--- src/keyed_slot_allocator_assert.svh ---
// Assertion macros for the keyed slot allocator.
// Each check samples on the rising edge of clk and is off while rst_n is low.
`ifndef KEYED_SLOT_ALLOCATOR_ASSERT_SVH
`define KEYED_SLOT_ALLOCATOR_ASSERT_SVH
`ifndef SYNTHESIS
// Condition holds at every edge.
`define KSA_ASSERT_ALWAYS(lbl, cond, msg) \
  lbl: assert property (@(posedge clk) disable iff (!rst_n) (cond)) else $error(msg);
// Consequence holds on the edge after the trigger.
`define KSA_ASSERT_NEXT(lbl, trig, cons, msg) \
  lbl: assert property (@(posedge clk) disable iff (!rst_n) (trig) |=> (cons)) \
    else $error(msg);
// Consequence holds on the same edge as the trigger.
`define KSA_ASSERT_SAME(lbl, trig, cons, msg) \
  lbl: assert property (@(posedge clk) disable iff (!rst_n) (trig) |-> (cons)) \
    else $error(msg);
`else
`define KSA_ASSERT_ALWAYS(lbl, cond, msg)
`define KSA_ASSERT_NEXT(lbl, trig, cons, msg)
`define KSA_ASSERT_SAME(lbl, trig, cons, msg)
`endif
`endif

--- src/ksa_pkg.sv ---
`default_nettype none
package ksa_pkg;

  // Fixed field widths of the item and result
  localparam int unsigned KEY_FIELD_W  = 64;
  localparam int unsigned SIZE_FIELD_W = 16;
  localparam int unsigned STATUS_W     = 4;
  localparam int unsigned INDEX_W      = 4;

  // Opcodes
  localparam logic OP_GET     = 1'b0;
  localparam logic OP_RELEASE = 1'b1;

  // Result status codes
  localparam logic [STATUS_W-1:0] ST_FOUND    = 4'd0;
  localparam logic [STATUS_W-1:0] ST_ALLOC    = 4'd1;
  localparam logic [STATUS_W-1:0] ST_RELEASED = 4'd2;
  localparam logic [STATUS_W-1:0] ST_NOMATCH  = 4'd3;
  localparam logic [STATUS_W-1:0] ST_ZERO     = 4'd4;
  localparam logic [STATUS_W-1:0] ST_BIG      = 4'd5;
  localparam logic [STATUS_W-1:0] ST_MISMATCH = 4'd6;
  localparam logic [STATUS_W-1:0] ST_FULL     = 4'd7;
  localparam logic [STATUS_W-1:0] ST_NOTREADY = 4'd8;

  typedef struct packed {
    logic                    opcode;
    logic [KEY_FIELD_W-1:0]  slot_key;
    logic [SIZE_FIELD_W-1:0] block_size;
  } ksa_in_t;

  typedef struct packed {
    logic [STATUS_W-1:0] status;
    logic [INDEX_W-1:0]  slot_index;
  } ksa_out_t;

  // Controller to datapath
  typedef struct packed {
    logic start;   // latch item, reset scan
    logic step;    // read one slot, advance
    logic finish;  // commit table update, load result
  } ksa_cmd_t;

  // Datapath to controller
  typedef struct packed {
    logic pre_fail;  // item fails before any scan
    logic hit;       // compare stage found the key
    logic last;      // scan pointer is at the last slot
    logic out_free;  // result register can take a result
  } ksa_stat_t;

  typedef enum logic [1:0] {
    S_IDLE,
    S_SCAN,
    S_DRAIN,
    S_FINISH
  } ksa_state_t;

endpackage
`default_nettype wire

--- src/ksa_ctrl.sv ---
`default_nettype none
module ksa_ctrl import ksa_pkg::*; (
  input  wire logic      clk,
  input  wire logic      rst_n,
  input  wire logic      in_valid,
  output logic           in_ready,
  input  wire ksa_stat_t stat,
  output ksa_cmd_t       cmd
);

  ksa_state_t state_r;
  ksa_state_t state_nxt;

  // Hold state
  always_ff @(posedge clk) begin
    if (!rst_n) begin
      state_r <= S_IDLE;
    end else begin
      state_r <= state_nxt;
    end
  end

  // Next state
  always_comb begin
    state_nxt = state_r;
    case (state_r)
      S_IDLE: begin
        if (in_valid) state_nxt = S_SCAN;
      end
      S_SCAN: begin
        if (stat.pre_fail || stat.hit) begin
          state_nxt = S_FINISH;
        end else if (stat.last) begin
          state_nxt = S_DRAIN;
        end
      end
      S_DRAIN: begin
        state_nxt = S_FINISH;
      end
      S_FINISH: begin
        if (stat.out_free) state_nxt = S_IDLE;
      end
      default: begin
        state_nxt = S_IDLE;
      end
    endcase
  end

  // Commands
  always_comb begin
    in_ready   = 1'b0;
    cmd        = '0;
    case (state_r)
      S_IDLE: begin
        in_ready  = 1'b1;
        cmd.start = in_valid;
      end
      S_SCAN: begin
        cmd.step = !stat.pre_fail && !stat.hit;
      end
      S_DRAIN: begin
        cmd = '0;
      end
      S_FINISH: begin
        cmd.finish = stat.out_free;
      end
      default: begin
        cmd = '0;
      end
    endcase
  end

endmodule
`default_nettype wire

--- src/ksa_dp.sv ---
`default_nettype none
module ksa_dp import ksa_pkg::*; #(
  parameter int SLOTS          = 16,
  parameter int MAX_BLOCK_SIZE = 256,
  parameter int KEY_BYTES      = 8
) (
  input  wire logic     clk,
  input  wire logic     rst_n,
  input  wire ksa_in_t  in_data,
  input  wire logic     cfg_valid,
  input  wire logic     cfg_region_ready,
  input  wire ksa_cmd_t cmd,
  output ksa_stat_t     stat,
  output logic          out_valid,
  input  wire logic     out_ready,
  output ksa_out_t      out_data
);

  localparam int IDX_W  = (SLOTS > 1) ? $clog2(SLOTS) : 1;
  localparam int KEY_W  = 8 * KEY_BYTES;
  localparam int SIZE_W = $clog2(MAX_BLOCK_SIZE + 1);

  logic                  region_ready_r;
  ksa_in_t               req_r;
  logic [SLOTS-1:0]      occ_r;
  logic [IDX_W-1:0]      idx_r;
  logic [IDX_W-1:0]      cmp_idx_r;
  logic                  cmp_vld_r;
  logic                  cmp_occ_r;
  logic [KEY_W-1:0]      rd_key_r;
  logic [SIZE_W-1:0]     rd_size_r;
  logic                  found_r;
  logic [IDX_W-1:0]      found_idx_r;
  logic [SIZE_W-1:0]     found_size_r;
  logic                  free_found_r;
  logic [IDX_W-1:0]      free_idx_r;
  logic                  out_valid_r;
  ksa_out_t              out_data_r;

  logic [KEY_W-1:0]      key_mem [SLOTS];
  logic [SIZE_W-1:0]     size_mem [SLOTS];

  logic [KEY_W-1:0]      req_key;
  logic                  size_zero;
  logic                  size_big;
  logic                  hit;
  logic                  do_alloc;
  logic                  do_release;
  ksa_out_t              res;

  // Slot number as seen on the result, kept modulo the field range
  function automatic logic [INDEX_W-1:0] to_index(input logic [IDX_W-1:0] i);
    logic [IDX_W+INDEX_W-1:0] w;
    w = (IDX_W + INDEX_W)'(i);
    return w[INDEX_W-1:0];
  endfunction

  assign req_key   = req_r.slot_key[KEY_W-1:0];
  assign size_zero = (req_r.block_size == '0);
  assign size_big  = (req_r.block_size > SIZE_FIELD_W'(MAX_BLOCK_SIZE));
  assign hit       = cmp_vld_r && cmp_occ_r && (rd_key_r == req_key);

  // Status to the controller
  always_comb begin
    stat.hit      = hit;
    stat.last     = (idx_r == IDX_W'(SLOTS - 1));
    stat.out_free = !out_valid_r || out_ready;
    if (req_r.opcode == OP_RELEASE) begin
      stat.pre_fail = !region_ready_r;
    end else begin
      stat.pre_fail = size_zero || size_big || !region_ready_r;
    end
  end

  // Decide the result and the table update
  always_comb begin
    res        = '0;
    do_alloc   = 1'b0;
    do_release = 1'b0;
    if (req_r.opcode == OP_RELEASE) begin
      if (!region_ready_r) begin
        res.status = ST_NOTREADY;
      end else if (found_r) begin
        res.status     = ST_RELEASED;
        res.slot_index = to_index(found_idx_r);
        do_release     = 1'b1;
      end else begin
        res.status = ST_NOMATCH;
      end
    end else if (size_zero) begin
      res.status = ST_ZERO;
    end else if (size_big) begin
      res.status = ST_BIG;
    end else if (!region_ready_r) begin
      res.status = ST_NOTREADY;
    end else if (found_r) begin
      res.slot_index = to_index(found_idx_r);
      if (SIZE_FIELD_W'(found_size_r) != req_r.block_size) begin
        res.status = ST_MISMATCH;
      end else begin
        res.status = ST_FOUND;
      end
    end else if (free_found_r) begin
      res.status     = ST_ALLOC;
      res.slot_index = to_index(free_idx_r);
      do_alloc       = 1'b1;
    end else begin
      res.status = ST_FULL;
    end
  end

  // Configuration register and slot occupancy
  always_ff @(posedge clk) begin
    if (!rst_n) begin
      region_ready_r <= 1'b0;
      occ_r          <= '0;
    end else begin
      if (cfg_valid) region_ready_r <= cfg_region_ready;
      if (cmd.finish && do_alloc) occ_r[free_idx_r] <= 1'b1;
      if (cmd.finish && do_release) occ_r[found_idx_r] <= 1'b0;
    end
  end

  // Latch the item
  always_ff @(posedge clk) begin
    if (cmd.start) req_r <= in_data;
  end

  // Scan pointer and compare stage
  always_ff @(posedge clk) begin
    if (!rst_n) begin
      idx_r        <= '0;
      cmp_vld_r    <= 1'b0;
      found_r      <= 1'b0;
      free_found_r <= 1'b0;
    end else if (cmd.start) begin
      idx_r        <= '0;
      cmp_vld_r    <= 1'b0;
      found_r      <= 1'b0;
      free_found_r <= 1'b0;
    end else begin
      cmp_vld_r <= cmd.step;
      if (cmd.step) begin
        idx_r <= idx_r + 1'b1;
        if (!occ_r[idx_r] && !free_found_r) begin
          free_found_r <= 1'b1;
        end
      end
      if (hit && !found_r) found_r <= 1'b1;
    end
  end

  // Capture slot numbers and the matched size
  always_ff @(posedge clk) begin
    if (cmd.step) begin
      cmp_idx_r <= idx_r;
      cmp_occ_r <= occ_r[idx_r];
      if (!occ_r[idx_r] && !free_found_r) free_idx_r <= idx_r;
    end
    if (hit && !found_r) begin
      found_idx_r  <= cmp_idx_r;
      found_size_r <= rd_size_r;
    end
  end

  // Key and size memory: one write, one registered read
  always_ff @(posedge clk) begin
    if (cmd.finish && do_alloc) begin
      key_mem[free_idx_r]  <= req_key;
      size_mem[free_idx_r] <= SIZE_W'(req_r.block_size);
    end
  end

  always_ff @(posedge clk) begin
    if (cmd.step) begin
      rd_key_r  <= key_mem[idx_r];
      rd_size_r <= size_mem[idx_r];
    end
  end

  // Result register
  always_ff @(posedge clk) begin
    if (!rst_n) begin
      out_valid_r <= 1'b0;
    end else if (cmd.finish) begin
      out_valid_r <= 1'b1;
    end else if (out_ready) begin
      out_valid_r <= 1'b0;
    end
  end

  always_ff @(posedge clk) begin
    if (cmd.finish) out_data_r <= res;
  end

  assign out_valid = out_valid_r;
  assign out_data  = out_data_r;

endmodule
`default_nettype wire

--- src/keyed_slot_allocator.sv ---
`default_nettype none
`include "keyed_slot_allocator_assert.svh"
// Keyed slot allocator: a table of SLOTS named slots, each holding a key of
// KEY_BYTES bytes and a block size. A get item returns the first occupied
// slot whose key matches (or a size mismatch), else claims the first empty
// slot, else reports full; a release item empties the first matching slot.
// Each item gives one result. The block works on one item at a time: the
// controller scans the key/size memory one slot per cycle through its single
// registered read port; an item's scan ends when a match stops it early or
// after the last slot is read, and none runs when the size or region checks
// fail. A finished result waits in an output register while
// the next item is accepted. Reset empties every slot at once through
// per-slot occupancy bits; no clearing pass is needed. region_ready is
// written over the cfg_ port and must change only while no item is in work.
module keyed_slot_allocator import ksa_pkg::*; #(
  parameter int SLOTS          = 16,
  parameter int MAX_BLOCK_SIZE = 256,
  parameter int KEY_BYTES      = 8
) (
  input  wire logic    clk,
  input  wire logic    rst_n,
  input  wire logic    in_valid,
  output logic         in_ready,
  input  wire ksa_in_t in_data,
  output logic         out_valid,
  input  wire logic    out_ready,
  output ksa_out_t     out_data,
  input  wire logic    cfg_valid,
  output logic         cfg_ready,
  input  wire logic    cfg_region_ready
);

  ksa_cmd_t  cmd;
  ksa_stat_t stat;

  // Configuration writes are always taken
  assign cfg_ready = 1'b1;

  ksa_ctrl u_ctrl (
    .clk      (clk),
    .rst_n    (rst_n),
    .in_valid (in_valid),
    .in_ready (in_ready),
    .stat     (stat),
    .cmd      (cmd)
  );

  ksa_dp #(
    .SLOTS          (SLOTS),
    .MAX_BLOCK_SIZE (MAX_BLOCK_SIZE),
    .KEY_BYTES      (KEY_BYTES)
  ) u_dp (
    .clk              (clk),
    .rst_n            (rst_n),
    .in_data          (in_data),
    .cfg_valid        (cfg_valid && cfg_ready),
    .cfg_region_ready (cfg_region_ready),
    .cmd              (cmd),
    .stat             (stat),
    .out_valid        (out_valid),
    .out_ready        (out_ready),
    .out_data         (out_data)
  );

  // One item in work at a time
  `KSA_ASSERT_NEXT(a_one_item, in_valid && in_ready, !in_ready, "item accepted while busy")
  // Status codes stay in range
  `KSA_ASSERT_SAME(a_status_range, out_valid, out_data.status <= ST_NOTREADY, "bad status")
  // Failures without a slot report slot zero
  `KSA_ASSERT_SAME(a_zero_index, out_valid && (out_data.status == ST_NOMATCH || out_data.status == ST_ZERO || out_data.status == ST_BIG || out_data.status == ST_FULL || out_data.status == ST_NOTREADY), out_data.slot_index == '0, "nonzero slot on failure")
  // A result never comes out in the cycle after its item is taken
  `KSA_ASSERT_NEXT(a_min_latency, in_valid && in_ready && !out_valid, !out_valid, "result too early")

endmodule
`default_nettype wire
--- config.mk ---
export PLATFORM = sky130hd
export DESIGN_NAME = keyed_slot_allocator
export DESIGN_NICKNAME = d
export VERILOG_FILES = /design/src/ksa_pkg.sv /design/src/ksa_ctrl.sv /design/src/ksa_dp.sv /design/src/keyed_slot_allocator.sv
export VERILOG_INCLUDE_DIRS = /design/src /design/src/src
export SDC_FILE = /design/constraint.sdc
export NUM_CORES = 1
export LEC_CHECK = 0
export BUFFER_PORTS_ARGS = -buffer_cell sky130_fd_sc_hd__buf_2
export CELL_PAD_IN_SITES_DETAIL_PLACEMENT = 2
export CELL_PAD_IN_SITES_GLOBAL_PLACEMENT = 2
export CORE_ASPECT_RATIO = 1.2
export CORE_UTILIZATION = 50
export DETAILED_ROUTE_END_ITERATION = 8
export PLACE_DENSITY = 0.75
export SYNTH_ARGS = -nofsm -noshare
export SYNTH_HDL_FRONTEND = slang
export SYNTH_SLANG_ARGS = --single-unit
--- constraint.sdc ---
create_clock -name clk -period 16.5 [get_ports clk]
set_clock_uncertainty 0.1 [all_clocks]
set_input_delay 1.65 -clock clk [delete_from_list [all_inputs] [get_ports clk]]
set_output_delay 1.65 -clock clk [all_outputs]
set_load 0.005 [all_outputs]
# Word-level counts from Yosys, hierarchy flattened
# Memories as Yosys holds them, arrays and structs flattened. A register that Yosys moved wholly into a read port is not among the register bits.
# Cells that the tools add are included.
[totals]
regBits = 138
ramBits = 1168
in_bits = 87
out_inout_bits = 11
word_cells = 113
memories = 2
[classes]
add_sub_neg = 1
order_cmp = 6
eq_ne = 9
n_mux = 47
bitwise_logic = 4
n_reduce_logical = 26
[memory_table]
columns = ["memory", "words", "width", "read_ports", "rd_ports_with_merged_regs", "wr", "line_no", "rtl"]
rows = [
  ["u_dp.key_mem", 16, 64, 1, 1, 1, "ksa_dp.sv:40", "logic [KEY_W-1:0] key_mem [SLOTS];"],
  ["u_dp.size_mem", 16, 9, 1, 1, 1, "ksa_dp.sv:41", "logic [SIZE_W-1:0] size_mem [SLOTS];"],
]
[ops]
columns = ["op", "count"]
rows = [
  ["equality test 64 bit", 1],
  ["two-way mux 16 bit", 3],
  ["two-way mux 4 bit", 10],
  ["two-way mux 1 bit", 22],
  ["AND 16 bit", 1],
  ["> comparator 16 x 9 -> 1 bit, second input constant", 1],
  ["logical NOT 16 bit", 1],
  ["!= test 9 x 16 -> 1 bit", 1],
  ["inverter 16 bit", 1],
  ["bitwise OR 16 bit", 1],
  ["< comparator 4 x 5 -> 1 bit, second input constant", 3],
  ["logical AND 1 bit", 9],
  ["demux 1 bit (select 4 bit)", 2],
  ["greater-or-equal comparator 4 x 1 -> 1 bit, second input constant", 2],
  ["two-way mux 2 bit", 4],
  ["two-way mux 8 bit", 1],
  ["one-hot mux 2 bit (4 select lines)", 1],
  ["logical NOT 1 bit", 7],
  ["two-way mux 7 bit", 1],
  ["two-way mux 3 bit", 2],
  ["adder 4 x 1 -> 4 bit, second input constant", 1],
  ["binary-select mux 1 bit (select 4 bit)", 1],
  ["equality test 2 bit, second input constant", 2],
  ["equality test 4 bit, second input constant", 1],
  ["other kinds (11)", 14],
]

# Longest topological paths before layout
[depth]
word_depth = 11
ltp_mapped = 9

# Modules after synthesis
# A second synthesis with hierarchy kept.
[hier_totals]
cells_unflattened = 2120
area_unflattened_um2 = 51838.5
[modules_own_cells]
columns = ["mod", "n_inst", "cells_each", "area_per_inst_um2", "seq_area_each_um2"]
rows = [
  ["ksa_dp", 1, 2093, 51619.5, 41099.4],
  ["ksa_ctrl", 1, 25, 207.7, 40.0],
  ["keyed_slot_allocator", 1, 2, 11.3, 0.0],
]

# Least setup slack after synthesis
# Ideal clock, no wire load.
[synth_timing]
path_type = "input -> register"
startpoint = "in out_ready"
endpoint = "reg u_dp.occ_r[0]"
setup_ns = 0.092
arrival_time_ns = 10.183
required_time_ns = 16.308
setup_slack_ns = 6.125
path_stages = 5
path_cell_list = "nor2b_1 -> and2b_1 -> nand4_4 -> nor4_1 -> o221a_1"
[synth_lines]
columns = ["item", "line_no", "rtl"]
rows = [
  ["start, declared", "keyed_slot_allocator.sv:26", "input wire logic out_ready,"],
  ["end signal, assigned", "ksa_dp.sv:116", "occ_r <= '0;"],
  ["end signal, assigned by index", "ksa_dp.sv:119", "if (cmd.finish && do_alloc) occ_r[free_idx_r] <= 1'b1;"],
  ["end signal, assigned by index", "ksa_dp.sv:120", "if (cmd.finish && do_release) occ_r[found_idx_r] <= 1'b0;"],
  ["end, declared", "ksa_dp.sv:25", "logic [SLOTS-1:0] occ_r;"],
]

# Final worst setup path
[layout_timing]
startpoint = "reg u_dp.req_r[1] (netlist bit)"
endpoint = "mem u_dp.key_mem[12][59] (netlist bit) (enable)"
[layout_via]
elab_chain_cells = 7
elab_cells_between_ends = 8
classes_between = "order compare (1); mux (5); reduce/logical (2)"
[layout_rtl]
columns = ["item", "line_no", "rtl"]
rows = [
  ["start, declared", "ksa_dp.sv:24", "ksa_in_t req_r;"],
  ["start signal, assigned", "ksa_dp.sv:126", "if (cmd.start) req_r <= in_data;"],
  ["> comparator 16 x 9 -> 1 bit", "ksa_dp.sv:60", "assign size_big = (req_r.block_size > SIZE_FIELD_W'(MAX_BLOCK_SIZE));"],
  ["two-way mux 1 bit", "ksa_dp.sv:92", "end else if (size_big) begin"],
  ["two-way mux 1 bit (*)", "ksa_dp.sv:90", "end else if (size_zero) begin"],
  ["two-way mux 1 bit (*)", "ksa_dp.sv:80", "if (req_r.opcode == OP_RELEASE) begin"],
  ["logical AND 1 bit (*)", "ksa_dp.sv:168", "if (cmd.finish && do_alloc) begin"],
  ["two-way mux 1 bit (*)", "ksa_dp.sv:168", ""],
  ["two-way mux 1 bit (implied by the code) (*)", "ksa_dp.sv:169", "key_mem[free_idx_r] <= req_key;"],
  ["end, declared", "ksa_dp.sv:40", ""],
]
# Every way passes the cells marked *; elsewhere a longest branch is shown, timed or not.

==> flow_metrics.env <==
export IMPL_critical_path_slowest_cell="sky130_fd_sc_hd__nor4_1"
export IMPL_remaining_antenna_violation_count_after_routing=0
export IMPL_die_x_um=296
export IMPL_hp_start="u_dp.cmp_idx_r[3]"
export IMPL_synth_ff_type="sky130_fd_sc_hd__edfxtp_1"
export IMPL_initial_core_util_pct=50.4
export IMPL_antenna_found_initial=13
export IMPL_crit_path_capture_type="flop"
export IMPL_synth_ff_latch_count=1379
export IMPL_ctsHoldBuffers=0
export IMPL_maxSlewHeadroom_pct=19.6
export IMPL_die_outline_height_um=355
export IMPL_grt_pass1_wl_um=238000
export IMPL_synth_mux_area_share_pct=16.1
export IMPL_total_global_routing_track_utilization_pct=33.9
export IMPL_num_rows=129
export IMPL_synth_xor_xnor_area_share_pct=1.03
export IMPL_dieArea_sq_um=105000
export IMPL_cts_resized_gates=0
export IMPL_cts_tree="done"
export IMPL_arrival_ps=5660
export IMPL_routedWlPerCell_um=45.5
export IMPL_ctsHtreeMaxLevel=4
export IMPL_net_count_after_synthesis=2229
export IMPL_timing_critical_path_cells="nor4_1 -> a21boi_0 -> and3b_1 -> nand4_4 -> nor3_4 -> buf_4 -> buf_4"
export IMPL_synth_compound_area_share_pct=0.747
export IMPL_grt_remaining_overflow=0
export IMPL_power_leakage_nw=18.0
export IMPL_worstPathMaxFanout=40
export IMPL_ys_types=56
export IMPL_sequential_area_share_after_synthesis_pct=79.2
export IMPL_layout_common_cells="sky130_fd_sc_hd__edfxtp_1, sky130_fd_sc_hd__mux4_2, sky130_fd_sc_hd__clkbuf_16, sky130_fd_sc_hd__buf_2, sky130_fd_sc_hd__xor2_1"
export IMPL_core_sq_um=103000
export IMPL_post_cts_setup_buffer_count=0
export IMPL_final_max_slew_viol_count=0
export IMPL_vias_per_cell=6.81
export IMPL_final_estimated_routing_congestion_in_global_placement=0.840
export IMPL_via_count=26028
export IMPL_clk_transition_reported_paths_ps=70
export IMPL_worstSetupPathType="flop to flop"
export IMPL_critical_path_startpoint_type="flop"
export IMPL_timing_hold_violations_final=0
export IMPL_yosysTopAreaCellShare_pct=78.2
export IMPL_dp_hpwl_um=94200
export IMPL_min_period_over_period_pct=32.6
export IMPL_ctsRootBufferMaster="sky130_fd_sc_hd__clkbuf_16"
export IMPL_status="completed"
export IMPL_vias_in_the_first_global_route=27642
export IMPL_drt_pass1_iterations=5
export IMPL_worst_path_buf_inv=2
export IMPL_worst_endpoint_required_ps=16780
export IMPL_synth_fa_ha_area_share_pct=0.0964
export IMPL_area_delta_synth_final_pct=13.5
export IMPL_final_common_cell="sky130_fd_sc_hd__edfxtp_1"
export IMPL_synth_area_sq_um=51900
export IMPL_synth_top_family_by_area="multiplexers"
export IMPL_clk_insertion_delay_late_ps=790
export IMPL_worst_path_stages=7
export IMPL_setup_violations_final=0
export IMPL_grt_max_degree=148
export IMPL_drt_initial_drc_count=3550
export IMPL_r2r_cells=7
export IMPL_fillers=8307
export IMPL_port_buffer_count=96
export IMPL_numCtsBuffers=141
export IMPL_final_layout_size_suffix_gt1_share_pct=31.2
export IMPL_ios=98
export IMPL_worst_path_largest_cell_delay_ps=880
export IMPL_achievable_freq_mhz=186
export IMPL_synth_simple_gate_area_share_pct=1.97
export IMPL_tightest_slew_ps=1210
export IMPL_postLayoutCellArea_sq_um=59000
export IMPL_max_cap_violations=0
export IMPL_synthesis_yosys_warnings=0
export IMPL_finalWorstPathRequiredPeriod_ps=5380
export IMPL_setup_tns_final_ps=0
export IMPL_holdCritPathClass="flop to flop"
export IMPL_syn_avg_cell_area_sq_um=24.3
export IMPL_peakVddDrop_v=0.000102
export IMPL_synth_top_area_cell="sky130_fd_sc_hd__edfxtp_1"
export IMPL_post_synth_edffs=1352
export IMPL_netlist_instances=2138
export IMPL_cts_sinks=1379
export IMPL_detail_route_drc_violations=0
export IMPL_post_layout_nonfiller_instances=3821
export IMPL_critical_path_top_delay_family="simple AND/OR/NAND/NOR gates"
export IMPL_placed_instances=3564
export IMPL_synth_area_leaders="sky130_fd_sc_hd__edfxtp_1, sky130_fd_sc_hd__mux4_2, sky130_fd_sc_hd__dfxtp_1"
export IMPL_ctsLongestPathBuffers=3
export IMPL_r2r_start="u_dp.req_r[1]"
export IMPL_power_per_cell_area_nw_per_um2=137
export IMPL_final_net_count=2424
export IMPL_grt_setup_unrepaired="false"
export IMPL_route_final_wire_length_um=174000
export IMPL_synth_async_sr_flop_share_pct=0
export IMPL_placed_area_sq_um=54300
export IMPL_crit_path_start="u_dp.req_r[1]"
export IMPL_timing_hold_worst_path_depth=0
export IMPL_path_common_cell="sky130_fd_sc_hd__buf_4"
-- synthesized netlist by cell type (2+ instances only) --
library cell and n:
sky130_fd_sc_hd__a2111oi_0 2, sky130_fd_sc_hd__a21oi_1 12, sky130_fd_sc_hd__and2_1 2, sky130_fd_sc_hd__and2b_1 3
sky130_fd_sc_hd__and4_1 5, sky130_fd_sc_hd__buf_1 12, sky130_fd_sc_hd__buf_2 17, sky130_fd_sc_hd__buf_4 2
sky130_fd_sc_hd__clkbuf_1 59, sky130_fd_sc_hd__dfxtp_1 27, sky130_fd_sc_hd__edfxtp_1 1352, sky130_fd_sc_hd__ha_1 4
sky130_fd_sc_hd__inv_1 11, sky130_fd_sc_hd__mux2i_1 4, sky130_fd_sc_hd__mux4_2 370, sky130_fd_sc_hd__nand2_1 27
sky130_fd_sc_hd__nand2b_1 16, sky130_fd_sc_hd__nand3_1 8, sky130_fd_sc_hd__nand4_1 9, sky130_fd_sc_hd__nand4b_1 2
sky130_fd_sc_hd__nor2_1 21, sky130_fd_sc_hd__nor2b_1 17, sky130_fd_sc_hd__nor3_1 7, sky130_fd_sc_hd__nor3_2 10
sky130_fd_sc_hd__nor3b_1 2, sky130_fd_sc_hd__nor4_1 27, sky130_fd_sc_hd__o2111ai_1 2, sky130_fd_sc_hd__o21ai_0 6
sky130_fd_sc_hd__o221a_1 4, sky130_fd_sc_hd__o221a_2 12, sky130_fd_sc_hd__or2_2 2, sky130_fd_sc_hd__xnor2_1 14
sky130_fd_sc_hd__xor2_1 47
-- worst register-to-register path, cell delays in order (launching register included) --
cell and delay, ps:
sky130_fd_sc_hd__edfxtp_1 720, sky130_fd_sc_hd__nor4_1 880, sky130_fd_sc_hd__a21boi_0 280, sky130_fd_sc_hd__and3b_1 470, sky130_fd_sc_hd__nand4_4 560, sky130_fd_sc_hd__nor3_4 470
sky130_fd_sc_hd__buf_4 570, sky130_fd_sc_hd__buf_4 840
-- final cells by class --
class | instances | area, sq um | share of cell area [%]
Antenna cell | 1 | 2.50 | 0.00424
Clock buffer | 179 | 3840 | 6.51
Clock inverter | 76 | 847 | 1.44
Inverter | 12 | 50.0 | 0.0849
Multi-Input combinational cell | 656 | 10500 | 17.8
Sequential cell | 1379 | 41200 | 69.8
Tap cell | 1375 | 1720 | 2.92
Timing Repair Buffer | 143 | 871 | 1.48
-- state kept, by name, summed over array words and instances, names as in the netlist, 2 cells and up --
| signal | cells |
|---|---|
| u_ctrl.state_r | 2 |
| u_dp.cmp_idx_r | 4 |
| u_dp.found_idx_r | 4 |
| u_dp.found_size_r | 9 |
| u_dp.free_idx_r | 4 |
| u_dp.idx_r | 4 |
| u_dp.key_mem | 1024 |
| u_dp.occ_r | 16 |
| u_dp.out_data | 8 |
| u_dp.rd_key_r | 64 |
| u_dp.rd_size_r | 9 |
| u_dp.req_key | 64 |
| u_dp.req_r | 17 |
| u_dp.size_mem | 144 |
-- through the flow --
stage                     setup WS (ps)  hold slack (ps)  util (%)  total power, mW
after floorplan                    6130              300         -             4.40
after global placement            11490              301      52.7             4.60
after detailed placement          11140              321      52.7             4.69
after CTS                         11160              341      57.2             8.08
after global routing              11140              345      57.3             8.18
final                             11120              342      57.3             8.05
-- path summary, 6_finish.rpt --
check	to	slack, ps
max	u_dp.key_mem[12][59]	11120
min	u_dp.found_idx_r[3]	340
max reg2reg	u_dp.key_mem[12][59]	11120
min reg2reg	u_dp.found_idx_r[3]	340
-- logic make-up after synthesis --
family                     Yosys count
DFF                               1379
muxes                              374
and+or+nand+nor                    168
buffers and inverters              103
xor gates and xnor gates            61
AOI/OAI and AO/OA                   48
adders and majority gates            4
other                                1
-- power by group --
part	total, mW	switching, mW	internal (mW)
logic	0.295	0.209	0.0856
registers	4.35	0.278	4.07
clock network	3.40	1.47	1.93
total	8.05	1.96	6.09
-- metal layers --
metal	global-route usage [%]	vias up	part of all wire [%]
met2	57.0	1660	51
met1	44.6	14390	37
li1	-	9573	-
met4	14.4	4	4.5
met3	4.87	401	7.2
met5	0	-	0.014
No activity file was read; power rests on OpenSTA's default activity.
